**config.mk**
```make
export PLATFORM = sky130hd
export DESIGN_NAME = mfb_ctrl
export DESIGN_NICKNAME = d
export VERILOG_FILES = /design/src/hw/rtl/mfb_pkg.sv /design/src/hw/rtl/mfb_ctrl.sv
export VERILOG_INCLUDE_DIRS = /design/src /design/src/hw/rtl
export SDC_FILE = /design/constraint.sdc
export NUM_CORES = 1
export LEC_CHECK = 0
export BUFFER_PORTS_ARGS = -buffer_cell sky130_fd_sc_hd__buf_2
export CORE_AREA = 3 3 40 42
export DETAILED_ROUTE_END_ITERATION = 8
export DIE_AREA = 0 0 43 45
export PLACE_DENSITY = 0.55
export SLEW_MARGIN = 20
export SYNTH_ARGS = -nofsm -noshare
export SYNTH_HDL_FRONTEND = slang
export SYNTH_SLANG_ARGS = --single-unit
```
**constraint.sdc**
```tcl
create_clock -name clk -period 2.05 [get_ports clk]
set_input_delay 0.41 -clock clk [delete_from_list [all_inputs] [get_ports clk]]
set_output_delay 0.41 -clock clk [all_outputs]
set_load 0.02 [all_outputs]
```
**src/hw/rtl/assert_macros.svh**
```systemverilog
// assertion macros included by mfb_ctrl
`ifndef ASSERT_MACROS_SVH
`define ASSERT_MACROS_SVH

// property that must hold at every clock edge out of reset
`define CHK_HOLDS(label, ck, rn, prop, msg) \
    label: assert property (@(posedge ck) disable iff (!rn) (prop)) else $error(msg);

// condition in one cycle implies an expression in the next
`define CHK_NEXT(label, ck, rn, cond, expr, msg) \
    label: assert property (@(posedge ck) disable iff (!rn) (cond) |=> (expr)) \
        else $error(msg);

`endif

```
**src/hw/rtl/mfb_pkg.sv**
```systemverilog
// shared types, codes and tables of the framebuffer draw engine
package mfb_pkg;

    localparam int DISP_WIDTH_DEF  = 128;
    localparam int DISP_HEIGHT_DEF = 32;

    // coordinates on the display always fit in eight bits (at most 256 per side)
    localparam int COORD_W = 8;
    localparam int PAGE_W  = COORD_W - 3;
    // signed width for unclipped span arithmetic
    localparam int SPAN_W  = 12;

    localparam logic [1:0] REQ_PIXEL = 2'd0;
    localparam logic [1:0] REQ_RECT  = 2'd1;
    localparam logic [1:0] REQ_READ  = 2'd2;
    localparam logic [1:0] REQ_CLEAR = 2'd3;

    localparam logic [1:0] COLOR_BLACK  = 2'd0;
    localparam logic [1:0] COLOR_WHITE  = 2'd1;
    localparam logic [1:0] COLOR_INVERT = 2'd2;
    localparam logic [1:0] COLOR_NONE   = 2'd3;

    localparam logic [1:0] ROT_0   = 2'd0;
    localparam logic [1:0] ROT_90  = 2'd1;
    localparam logic [1:0] ROT_180 = 2'd2;
    localparam logic [1:0] ROT_270 = 2'd3;

    localparam logic REG_IDX_ROTATION = 1'b0;

    localparam logic [7:0] FULL_MASK = 8'hFF;

    // low k bits set
    localparam logic [7:0] LOW_MASK [0:7] = '{
        8'h00, 8'h01, 8'h03, 8'h07, 8'h0F, 8'h1F, 8'h3F, 8'h7F
    };

    typedef struct packed {
        logic [1:0] req_type;
        logic [8:0] x_pos;
        logic [8:0] y_pos;
        logic [7:0] rect_width;
        logic [7:0] rect_height;
        logic [1:0] color;
        logic [8:0] byte_index;
    } item_t;

    typedef struct packed {
        logic load_en;
        logic range_en;
        logic clip_en;
        logic walk_en;
        logic rd_en;
        logic clr_en;
        logic res_load;
    } dp_cmd_t;

    typedef struct packed {
        logic empty;
        logic walk_last;
        logic clr_last;
    } dp_status_t;

    typedef struct packed {
        logic rd_en;
        logic rmw_en;
        logic clr_en;
    } store_ctl_t;

endpackage

```
**src/hw/rtl/mfb_ctrl.sv**
```systemverilog
// request sequencer and result valid of the framebuffer draw engine
`include "assert_macros.svh"

module mfb_ctrl (
    input  logic                clk,
    input  logic                rst_n,
    input  logic                in_valid,
    output logic                in_ready,
    input  logic [1:0]          in_req,
    output logic                out_valid,
    input  logic                out_ready,
    output mfb_pkg::dp_cmd_t    cmd,
    input  mfb_pkg::dp_status_t status
);
    import mfb_pkg::*;

    localparam logic [3:0] S_INIT   = 4'd0;
    localparam logic [3:0] S_IDLE   = 4'd1;
    localparam logic [3:0] S_RANGE  = 4'd2;
    localparam logic [3:0] S_CLIP   = 4'd3;
    localparam logic [3:0] S_WALK   = 4'd4;
    localparam logic [3:0] S_DRAIN  = 4'd5;
    localparam logic [3:0] S_READ   = 4'd6;
    localparam logic [3:0] S_CLEAR  = 4'd7;
    localparam logic [3:0] S_FINISH = 4'd8;

    logic [3:0] state_reg;
    logic [3:0] state_next;
    logic       out_valid_reg;
    logic       out_valid_next;

    always_comb
    begin
        state_next = state_reg;
        cmd        = '0;
        in_ready   = 1'b0;
        case (state_reg)
            S_INIT:
            begin
                // zero-fill the store after reset
                cmd.clr_en = 1'b1;
                if (status.clr_last)
                begin
                    state_next = S_IDLE;
                end
            end
            S_IDLE:
            begin
                in_ready = 1'b1;
                if (in_valid)
                begin
                    cmd.load_en = 1'b1;
                    case (in_req)
                        REQ_READ:  state_next = S_READ;
                        REQ_CLEAR: state_next = S_CLEAR;
                        default:   state_next = S_RANGE;
                    endcase
                end
            end
            S_RANGE:
            begin
                cmd.range_en = 1'b1;
                state_next   = S_CLIP;
            end
            S_CLIP:
            begin
                cmd.clip_en = 1'b1;
                state_next  = status.empty ? S_FINISH : S_WALK;
            end
            S_WALK:
            begin
                cmd.walk_en = 1'b1;
                if (status.walk_last)
                begin
                    state_next = S_DRAIN;
                end
            end
            S_DRAIN:
            begin
                state_next = S_FINISH;
            end
            S_READ:
            begin
                cmd.rd_en  = 1'b1;
                state_next = S_FINISH;
            end
            S_CLEAR:
            begin
                cmd.clr_en = 1'b1;
                if (status.clr_last)
                begin
                    state_next = S_FINISH;
                end
            end
            S_FINISH:
            begin
                if (!out_valid_reg || out_ready)
                begin
                    cmd.res_load = 1'b1;
                    state_next   = S_IDLE;
                end
            end
            default:
            begin
                state_next = S_IDLE;
            end
        endcase
    end

    assign out_valid_next = cmd.res_load | (out_valid_reg & ~out_ready);

    always_ff @(posedge clk or negedge rst_n)
    begin
        if (!rst_n)
        begin
            state_reg     <= S_INIT;
            out_valid_reg <= 1'b0;
        end
        else
        begin
            state_reg     <= state_next;
            out_valid_reg <= out_valid_next;
        end
    end

    assign out_valid = out_valid_reg;

    `CHK_NEXT(a_accept_leaves_idle, clk, rst_n, in_valid && in_ready, state_reg != S_IDLE, "accepted item left the sequencer idle")
    `CHK_NEXT(a_walk_drains, clk, rst_n, (state_reg == S_WALK) && status.walk_last, state_reg == S_DRAIN, "last byte of a fill not followed by drain")
    `CHK_NEXT(a_clear_finishes, clk, rst_n, (state_reg == S_CLEAR) && status.clr_last, state_reg == S_FINISH, "clear sweep end not followed by finish")
    `CHK_HOLDS(a_result_slot_free, clk, rst_n, !cmd.res_load || !out_valid_reg || out_ready, "result loaded over an item not yet taken")

endmodule
```
==> impl_metrics.yaml, run 1 <==
yosys:
  synth-simple-area-share_pct: 32.3
  ys_ff_latch: 5
  synth_top_family_by_area: "simple AND/OR/NAND/NOR gates"
  yosysSeqAreaShare_pct: 28.6
  syn_nets: 59
  synth_compound_area_share_pct: 25.4
  yosysUniqueCellTypes: 31
  synth_area_leaders: "dfrtp_1 29%, nor2_1 4.3%, nor2b_1 4.3%"
  synth_area_leader_cell: "dfrtp_1"
  avgSynthCellArea_sq_um: 8.76
  synth-adder-area-share_pct: 0
  synth-xor-area-share_pct: 0
  yosys_warnings: 0
  syn_inst: 50
  synth_mux_area_share_pct: 5.71
  netlist_area_sq_um: 438
  netlist.area_leader.share_pct: 28.6
power_and_ir_drop:
  p_leak_nw: 0.283
  powerDensity_nw_per_um2: 1430
  peakVddDrop_mv: 0.484
drt:
  via_per_inst: 5.05
  drt_iter0_markers: 4
  drc: 0
  vias: 434
  wire_per_inst_um: 13.0
  dr.pass1.iters: 4
  routed_wl_mm: 1.12
  postRouteAntennaNets: 0
run:
  cap_violations: 0
setup_path:
  cp_slowest_cell: "or4b_4"
  endpoint_kind: "output pin"
  start_kind: "flip-flop"
  max_stage_delay_ps: 560
  cp.arrival_ps: 1570
  crit_path_cell_trace: "or4b_4, nor2b_1, buf_2"
  path_max_fanout: 14
  critPathBufInv: 1
  path_delay_family: "simple AND/OR/NAND/NOR gates"
  required_ps: 1640
  worstSetupPathType: "flip-flop to output pin"
clocking:
  h-tree-depth: 1
  cts_sinks: 5
  cts_tree: "yes"
  clock-root-buffer: "clkbuf_4"
  clkSlewWorstSetupHoldPaths_ps: 50
  cts_inserted_buffers: 3
  insertion_delay_ps: 250
  clockBufferDepth: 2
floorplan:
  num_rows: 13
  start_util_pct: 34.1
  dieHeight_um: 45
  die_area_sq_um: 1940
  design.core.area_sq_um: 1280
  pin_count: 18
  die_w_um: 43
timing:
  skew_ps: 12.2
  rsz0062_at_grt: "false"
  tightest_slew_ps: 223
  min_period_ps: 1980
  hold_violations: 0
  fin_ws_ps: 65.5
  setup_viol: 0
  max_freq_mhz: 504
  maxSlewViolCount: 0
  min_period_over_period_pct: 96.8
  slew_headroom_pct: 85.0
  setup_tns_ps: 0
placement:
  port_buffers: 17
  gp_congestion: 0.727
  dp_slack_ps: 276
  hpwl_um: 789
  dpl.cell_count: 81
finish:
  largest_reg_flops: 4
  final_common_cell: "buf_2"
  drive_gt1_share_pct: 42.3
  nets: 81
  area_growth_pct: 32.0
  final_cell_mix: "17 x buf_2, 5 x nor2_1, 4 x dfrtp_1"
  final_cells: 86
  n_antenna_cell: 0
global_route:
  first_global_vias: 430
  antenna_found_initial: 0
  grt_util_all_layers_pct: 13.2
  grt_overflow: 0
  grt_pass1_wl_mm: 1.85
  grt_max_degree: 15
status:
  outcome: "completed"
min_path:
  worstHoldPathType: "primary input to flip-flop"
tightest hold or removal path: stages:
cell,delay (ps)
buf_2,110
nand3b_1,70
a21oi_1,60
metrics by stage:
step	hold WS (ps)	total power, W	instance area (sq um)	utilization, %
floorplan	114	0.000593	438	-
global placement	230	0.000703	533	41.5
detailed placement	234	0.000698	533	41.5
CTS	430	0.000826	569	44.3
global route	478	0.000898	578	45.0
finish	446	0.000828	578	45.0
final timing paths:
kind | start | to | slack (ps) | cells after the start
hold reg to reg | out_valid | out_valid | 540 | 2
setup / recovery | state_reg[0] | cmd[0] | 70 | 3
min in group asynchronous | rst_n | state_reg[1] | 500 | 2
setup reg to reg | state_reg[0] | state_reg[2] | 450 | 4
max in group asynchronous | rst_n | state_reg[0] | 1390 | 2
hold / removal | in_valid | state_reg[1] | 450 | 3
synth_stat cells:
master and number:
dfrtp_1 5, o21ai_0 1, or4b_4 1, nand3_1 1, buf_2 1, o32ai_1 1, nor2b_1 3, nor4b_1 1
nor3_1 2, mux2_4 1, mux2i_1 1, nor3b_1 2, nand3b_1 1, o2bb2ai_1 1, o32a_1 1, nand2_1 3
and2_1 1, a2bb2oi_1 1, a21oi_1 3, buf_4 2, or2b_1 1, inv_1 1, buf_6 1, or3_1 2
a21o_1 1, a21boi_0 2, a21oi_2 1, a22o_4 1, o22ai_1 1, nand2b_1 1, nor2_1 5
logic make-up (layout without fill, tap and decap cells):
| kind of cell | count (synthesis) | count (layout) |
|---|---|---|
| AOI/OAI and AO/OA | 14 | 14 |
| and+or+nand+nor | 24 | 24 |
| muxes | 2 | 2 |
| buffers and inverters | 5 | 26 |
| DFF | 5 | 5 |
metal layers:
metal  vias to the layer above  track usage (%)  part of all wire [%]
met2                        11             18.3                    48
met3                         0             2.39                   4.7
met1                       197             17.8                    47
met4                         0             10.8                     0
li1                        226                -                     -
met5                         -                0                     0
layout make-up:
cell class,count,area (sq um)
sequential,5,126
fill,139,707
tap,15,18.8
inverter,1,3.75
clock buffer,4,26.3
multi-input combinational,40,285
timing repair buffer,21,118
repair_timing:
action,in CTS,in global routing
setup endpoints to repair,0,3
hold buffers,1,0
resized for setup,0,3
buffers inserted,0,0
hold endpoints to repair,5,0
where the power goes:
part           leakage, nW  switching (W)  internal [W]  total (W)
Combinational        0.205       0.000265      0.000246   0.000511
Sequential          0.0632      0.0000608      0.000139   0.000199
Clock               0.0150      0.0000440     0.0000738   0.000118
Total                0.283       0.000369      0.000458   0.000828
No activity file was read; power rests on OpenSTA's default activity.
==> run 2: changes to the inputs <==
--- a/config.mk
+++ b/config.mk
@@ -6,11 +6,13 @@
 export SDC_FILE = /design/constraint.sdc
 export NUM_CORES = 1
 export LEC_CHECK = 0
+export ABC_AREA = 1
+export ABC_CLOCK_PERIOD_IN_PS = 2050
 export BUFFER_PORTS_ARGS = -buffer_cell sky130_fd_sc_hd__buf_2
 export CORE_AREA = 3 3 40 42
 export DETAILED_ROUTE_END_ITERATION = 8
 export DIE_AREA = 0 0 43 45
-export PLACE_DENSITY = 0.55
+export PLACE_DENSITY = 0.52
 export SLEW_MARGIN = 20
 export SYNTH_ARGS = -nofsm -noshare
 export SYNTH_HDL_FRONTEND = slang
==> impl_metrics.yaml, run 2 <==
drt:
  vias: 453
  dr.pass1.iters: 4
  wire_per_inst_um: 9.49
  routed_wl_um: 977
  drc: 0
  drt_iter0_markers: 11
  postRouteAntennaNets: 0
  via_per_inst: 4.40
yosys:
  avgSynthCellArea_sq_um: 6.03
  synth_mux_area_share_pct: 0
  yosysSeqAreaShare_pct: 31.4
  netlist.area_leader.share_pct: 31.4
  synth_area_leader_cell: "dfrtp_1"
  synth_edf_count: 0
  synth-simple-area-share_pct: 48.1
  ys_ff_latch: 5
  ys_async_sr_fraction_pct: 100
  syn_nets: 75
  syn_inst: 66
  netlist_area_sq_um: 398
  yosysUniqueCellTypes: 12
  yosys_warnings: 0
  synth_compound_area_share_pct: 7.23
  synth_commonest_cells: "15 x nand2_1, 13 x inv_1, 12 x nand3_1, 8 x nor2_1, 5 x dfrtp_1"
  yosysMostFrequentCell: "nand2_1"
  dominantRegCellSynth: "dfrtp_1"
  synth-adder-area-share_pct: 0
  synth_top_family_by_area: "simple AND/OR/NAND/NOR gates"
  synth-xor-area-share_pct: 0
  synth_area_leaders: "dfrtp_1 31%, nand3_1 15%, nand2_1 14%"
setup_path:
  max_stage_delay_ps: 410
  r2r-end: "state_reg[2]"
  regToRegStartpoint: "state_reg[1]"
  path_delay_family: "simple AND/OR/NAND/NOR gates"
  cp.arrival_ps: 1300
  cp_slowest_cell: "dfrtp_1"
  worstSetupPathType: "flip-flop to output pin"
  r2r_slack_ps: 700
  start_kind: "flip-flop"
  path_max_fanout: 6
  critPathBufInv: 2
  required_ps: 1640
  reg2reg_depth: 6
  crit_path_cell_trace: "nor2_2, nand3_1, inv_1, buf_2"
  endpoint_kind: "output pin"
timing:
  whs_ps: 386
  skew_ps: 0.571
  hold_violations: 0
  min_period_over_period_pct: 83.5
  tightest_slew_ps: 276
  fin_ws_ps: 338
  min_period_ps: 1710
  maxSlewViolCount: 0
  max_freq_mhz: 584
  slew_headroom_pct: 81.6
  setup_viol: 0
  rsz0062_at_grt: "false"
  setup_tns_ps: 0
placement:
  gp_congestion: 0.755
  dp_slack_ps: 582
  hpwl_um: 832
  port_buffers: 17
global_route:
  antenna_found_initial: 0
  grt_max_degree: 8
  first_global_vias: 403
  grt_util_all_layers_pct: 10.6
  grt_overflow: 0
  grt_pass1_wl_mm: 1.59
clocking:
  clockBufferDepth: 2
  clkSlewWorstSetupHoldPaths_ps: 40
  insertion_delay_ps: 230
  cts_tree: "yes"
  cts_sinks: 5
  cts_inserted_buffers: 3
  h-tree-depth: 1
  cts_setup_buffers: 0
  clock-root-buffer: "clkbuf_4"
finish:
  area_growth_pct: 35.2
  final_cell_mix: "17 x buf_2, 15 x nand2_1, 13 x inv_1, 12 x nand3_1, 8 x nor2_1"
  n_antenna_cell: 0
  largest_reg_flops: 4
  drive_gt1_share_pct: 31.8
  final_common_cell: "buf_2"
  nets: 98
min_path:
  worstHoldStart: "out_ready"
  hold_end: "out_valid"
  worstHoldPathType: "primary input to flip-flop"
  whs_path_depth: 2
floorplan:
  start_util_pct: 31.0
  design.core.area_sq_um: 1280
  dieHeight_um: 45
  die_area_sq_um: 1940
  pin_count: 18
  die_w_um: 43
  num_rows: 13
run:
  cap_violations: 0
status:
  outcome: "completed"
power_and_ir_drop:
  p_leak_nw: 0.344
  powerDensity_nw_per_um2: 1520
  peakVddDrop_mv: 0.557
run 2: layout make-up:
class | count | area (sq um)
fillers | 151 | 747
multi-input cells | 47 | 220
flip-flops and latches | 5 | 125
repair buffers | 18 | 95.1
inverters | 14 | 52.6
clock buffers | 4 | 26.3
well taps | 15 | 18.8
run 2: routing by layer:
layer / GRT usage (%) / share of wire (%) / vias up
met5: 0 / 0 / -
met3: 1.59 / 7.7 / 0
met2: 18.0 / 49 / 16
met4: 1.81 / 0 / 0
li1: - / - / 245
met1: 14.7 / 44 / 192
run 2: cells by family (layout without fill, tap and decap cells):
family,Yosys count,after routing
AOI/OAI and AO/OA,5,5
buffers and inverters,14,36
DFF,5,5
and+or+nand+nor,42,42
run 2: worst max path at each step:
stage,slack (ps),cells past startpoint,startpoint,endpoint
final,340,4,state_reg[3],cmd[5]
after global placement,580,4,state_reg[3],cmd[5]
after detailed placement,580,4,state_reg[3],cmd[5]
after floorplan,630,3,state_reg[3],cmd[6]
after global routing,200,4,state_reg[3],cmd[5]
after CTS,330,4,state_reg[3],cmd[5]
run 2: timing repair:
| action | in CTS | in global routing |
|---|---|---|
| hold buffers | 1 | 0 |
| endpoints found under the hold margin | 5 | 0 |
| resized for setup | 0 | 0 |
run 2: worst register-to-register path, cell delays in order (launching register included):
cell and delay (ps):
dfrtp_1 410, nor2_2 270, nand2_2 110, a21oi_2 200
inv_2 70, nand3_1 90, nand2_1 70
run 2: where the power goes:
part | internal, W | switching [W] | leakage, nW | total, W
Clock | 0.0000731 | 0.0000335 | 0.0150 | 0.000107
Sequential | 0.000143 | 0.0000451 | 0.0650 | 0.000189
Combinational | 0.000173 | 0.000352 | 0.264 | 0.000525
run 2: metrics by stage:
step / cell area [sq um] / utilization, % / std cells / total power, W
2_1_floorplan: 398 / - / 66 / 0.000574
3_3_place_gp: 502 / 39.0 / 98 / 0.000720
3_5_place_dp: 502 / 39.0 / 98 / 0.000717
4_1_cts: 538 / 41.9 / 103 / 0.000829
5_1_grt: 538 / 41.9 / 103 / 0.000913
6_report: 538 / 41.9 / 103 / 0.000820
==> run 3: changes to the inputs <==
--- a/config.mk
+++ b/config.mk
@@ -7,12 +7,12 @@
 export NUM_CORES = 1
 export LEC_CHECK = 0
 export ABC_AREA = 1
-export ABC_CLOCK_PERIOD_IN_PS = 2050
+export ABC_CLOCK_PERIOD_IN_PS = 1380
 export BUFFER_PORTS_ARGS = -buffer_cell sky130_fd_sc_hd__buf_2
 export CORE_AREA = 3 3 40 42
 export DETAILED_ROUTE_END_ITERATION = 8
 export DIE_AREA = 0 0 43 45
-export PLACE_DENSITY = 0.52
+export PLACE_DENSITY = 0.54
 export SLEW_MARGIN = 20
 export SYNTH_ARGS = -nofsm -noshare
 export SYNTH_HDL_FRONTEND = slang
==> constraint.sdc (replaced) <==
create_clock -name clk -period 1.38 [get_ports clk]
set_input_delay 0.276 -clock clk [delete_from_list [all_inputs] [get_ports clk]]
set_output_delay 0.276 -clock clk [all_outputs]
set_load 0.02 [all_outputs]
==> impl_metrics.yaml, run 3 (synthesis results as in run 2) <==
drt:
  met2_length_um: 819
  wl_met3_um: 57
  postRouteAntennaNets: 0
  drt_iter0_markers: 1
  via_per_inst: 4.74
  wire_per_inst_um: 12.0
  drc: 0
  vias: 583
  routed_wl_mm: 1.48
  met1_length_um: 567
  dr.max_layer_used: "met4"
  dr.pass1.iters: 2
setup_path:
  cp.arrival_ps: 1210
  path_max_fanout: 5
  required_ps: 1100
  start_kind: "flip-flop"
  worstSetupPathType: "flip-flop to output pin"
  reg2reg_depth: 8
  endpoint_kind: "output pin"
timing:
  setup_viol: 8
  slew_headroom_pct: 79.9
  max_freq_mhz: 675
  hold_violations: 0
  maxSlewViolCount: 0
  rsz0062_at_grt: "true"
  min_period_over_period_pct: 107
  tightest_slew_ps: 298
  skew_ps: 4.31
  min_period_ps: 1480
  fin_ws_ps: -103
  whs_ps: 238
global_route:
  antenna_found_initial: 0
  grt_max_degree: 7
  grt_util_all_layers_pct: 15.6
  grt_overflow: 0
  first_global_vias: 588
  grt_pass1_wl_mm: 2.24
min_path:
  whs_path_depth: 2
  worstHoldPathType: "primary input to flip-flop"
clocking:
  h-tree-depth: 1
  cts_inserted_buffers: 3
  cts_sinks: 5
  clockBufferDepth: 2
  cts_tree: "yes"
  clock-root-buffer: "clkbuf_4"
  insertion_delay_ps: 250
  clkSlewWorstSetupHoldPaths_ps: 50
placement:
  port_buffers: 17
  postPlaceCellArea_sq_um: 517
  dp_slack_ps: 66.9
  gp_congestion: 0.785
  hpwl_um: 869
finish:
  final_common_cell: "buf_4"
  area_growth_pct: 128
  nets: 118
  final_cell_mix: "15 x buf_4, 12 x buf_6, 9 x nand2_1, 9 x buf_2, 7 x inv_2"
  n_antenna_cell: 0
  drive_gt1_share_pct: 72.2
  largest_reg_flops: 4
  finish.instance_area_sq_um: 906
  finish.utilization_pct: 70.5
floorplan:
  die_area_sq_um: 1940
  num_rows: 13
  pin_count: 18
  design.core.area_sq_um: 1280
  die_w_um: 43
  dieHeight_um: 45
  start_util_pct: 31.0
status:
  violations: "setup timing"
  outcome: "finished, violations left"
power_and_ir_drop:
  peakVddDrop_mv: 1.24
  p_leak_nw: 0.488
  powerDensity_nw_per_um2: 2430
run:
  cap_violations: 0
-- run 3: worst max-delay path, stage by stage (launching register included) --
cell and delay, ps:
dfrtp_2 430, nor2_4 210, nand2_2 90, nor2_2 100, buf_6 130
-- run 3: worst paths after layout --
kind | startpoint | to | slack [ps]
max reg2reg | state_reg[2] | state_reg[0] | 20
max | state_reg[1] | cmd[0] | -100
min in group asynchronous | rst_n | state_reg[3] | 370
max in group asynchronous | rst_n | state_reg[2] | 870
min reg2reg | out_valid | out_valid | 560
min | out_ready | out_valid | 240
-- run 3: cell type report --
type                    count  area [sq um]
fillers                    97           379
well taps                  15          18.8
inverters                  14          55.1
clock buffers               4          26.3
repair buffers             38           323
flip-flops and latches      5           130
multi-input cells          47           353
-- run 3: per-layer routing --
| metal | GRT usage, % | vias up |
|---|---|---|
| met4 | 10.8 | 0 |
| met3 | 1.99 | 4 |
| met2 | 29.3 | 15 |
| met5 | 0 | - |
| li1 | - | 289 |
| met1 | 16.1 | 275 |
-- run 3: report_power, final --
part	internal [W]	total (W)	leakage, nW	switching, W
sequential	0.000223	0.000326	0.0597	0.000103
combinational	0.000833	0.00170	0.413	0.000870
clock	0.000110	0.000175	0.0150	0.0000650
-- run 3: repair_timing --
action / CTS / global route
hold endpoints to repair: 5 / 0
gates resized for setup: 38 / 25
setup buffers: 12 / 8
pin swaps: 9 / 15
setup endpoints to repair: 8 / 12
hold buffers: 1 / 0
-- run 3: per-stage QoR --
stage | total power, W | std cells | TNS [ps]
after floorplan | 0.000852 | 66 | 0
after global placement | 0.00110 | 100 | 0
after detailed placement | 0.00109 | 100 | 0
after CTS | 0.00179 | 117 | -477
after global routing | 0.00236 | 123 | -1180
final | 0.00220 | 123 | -631
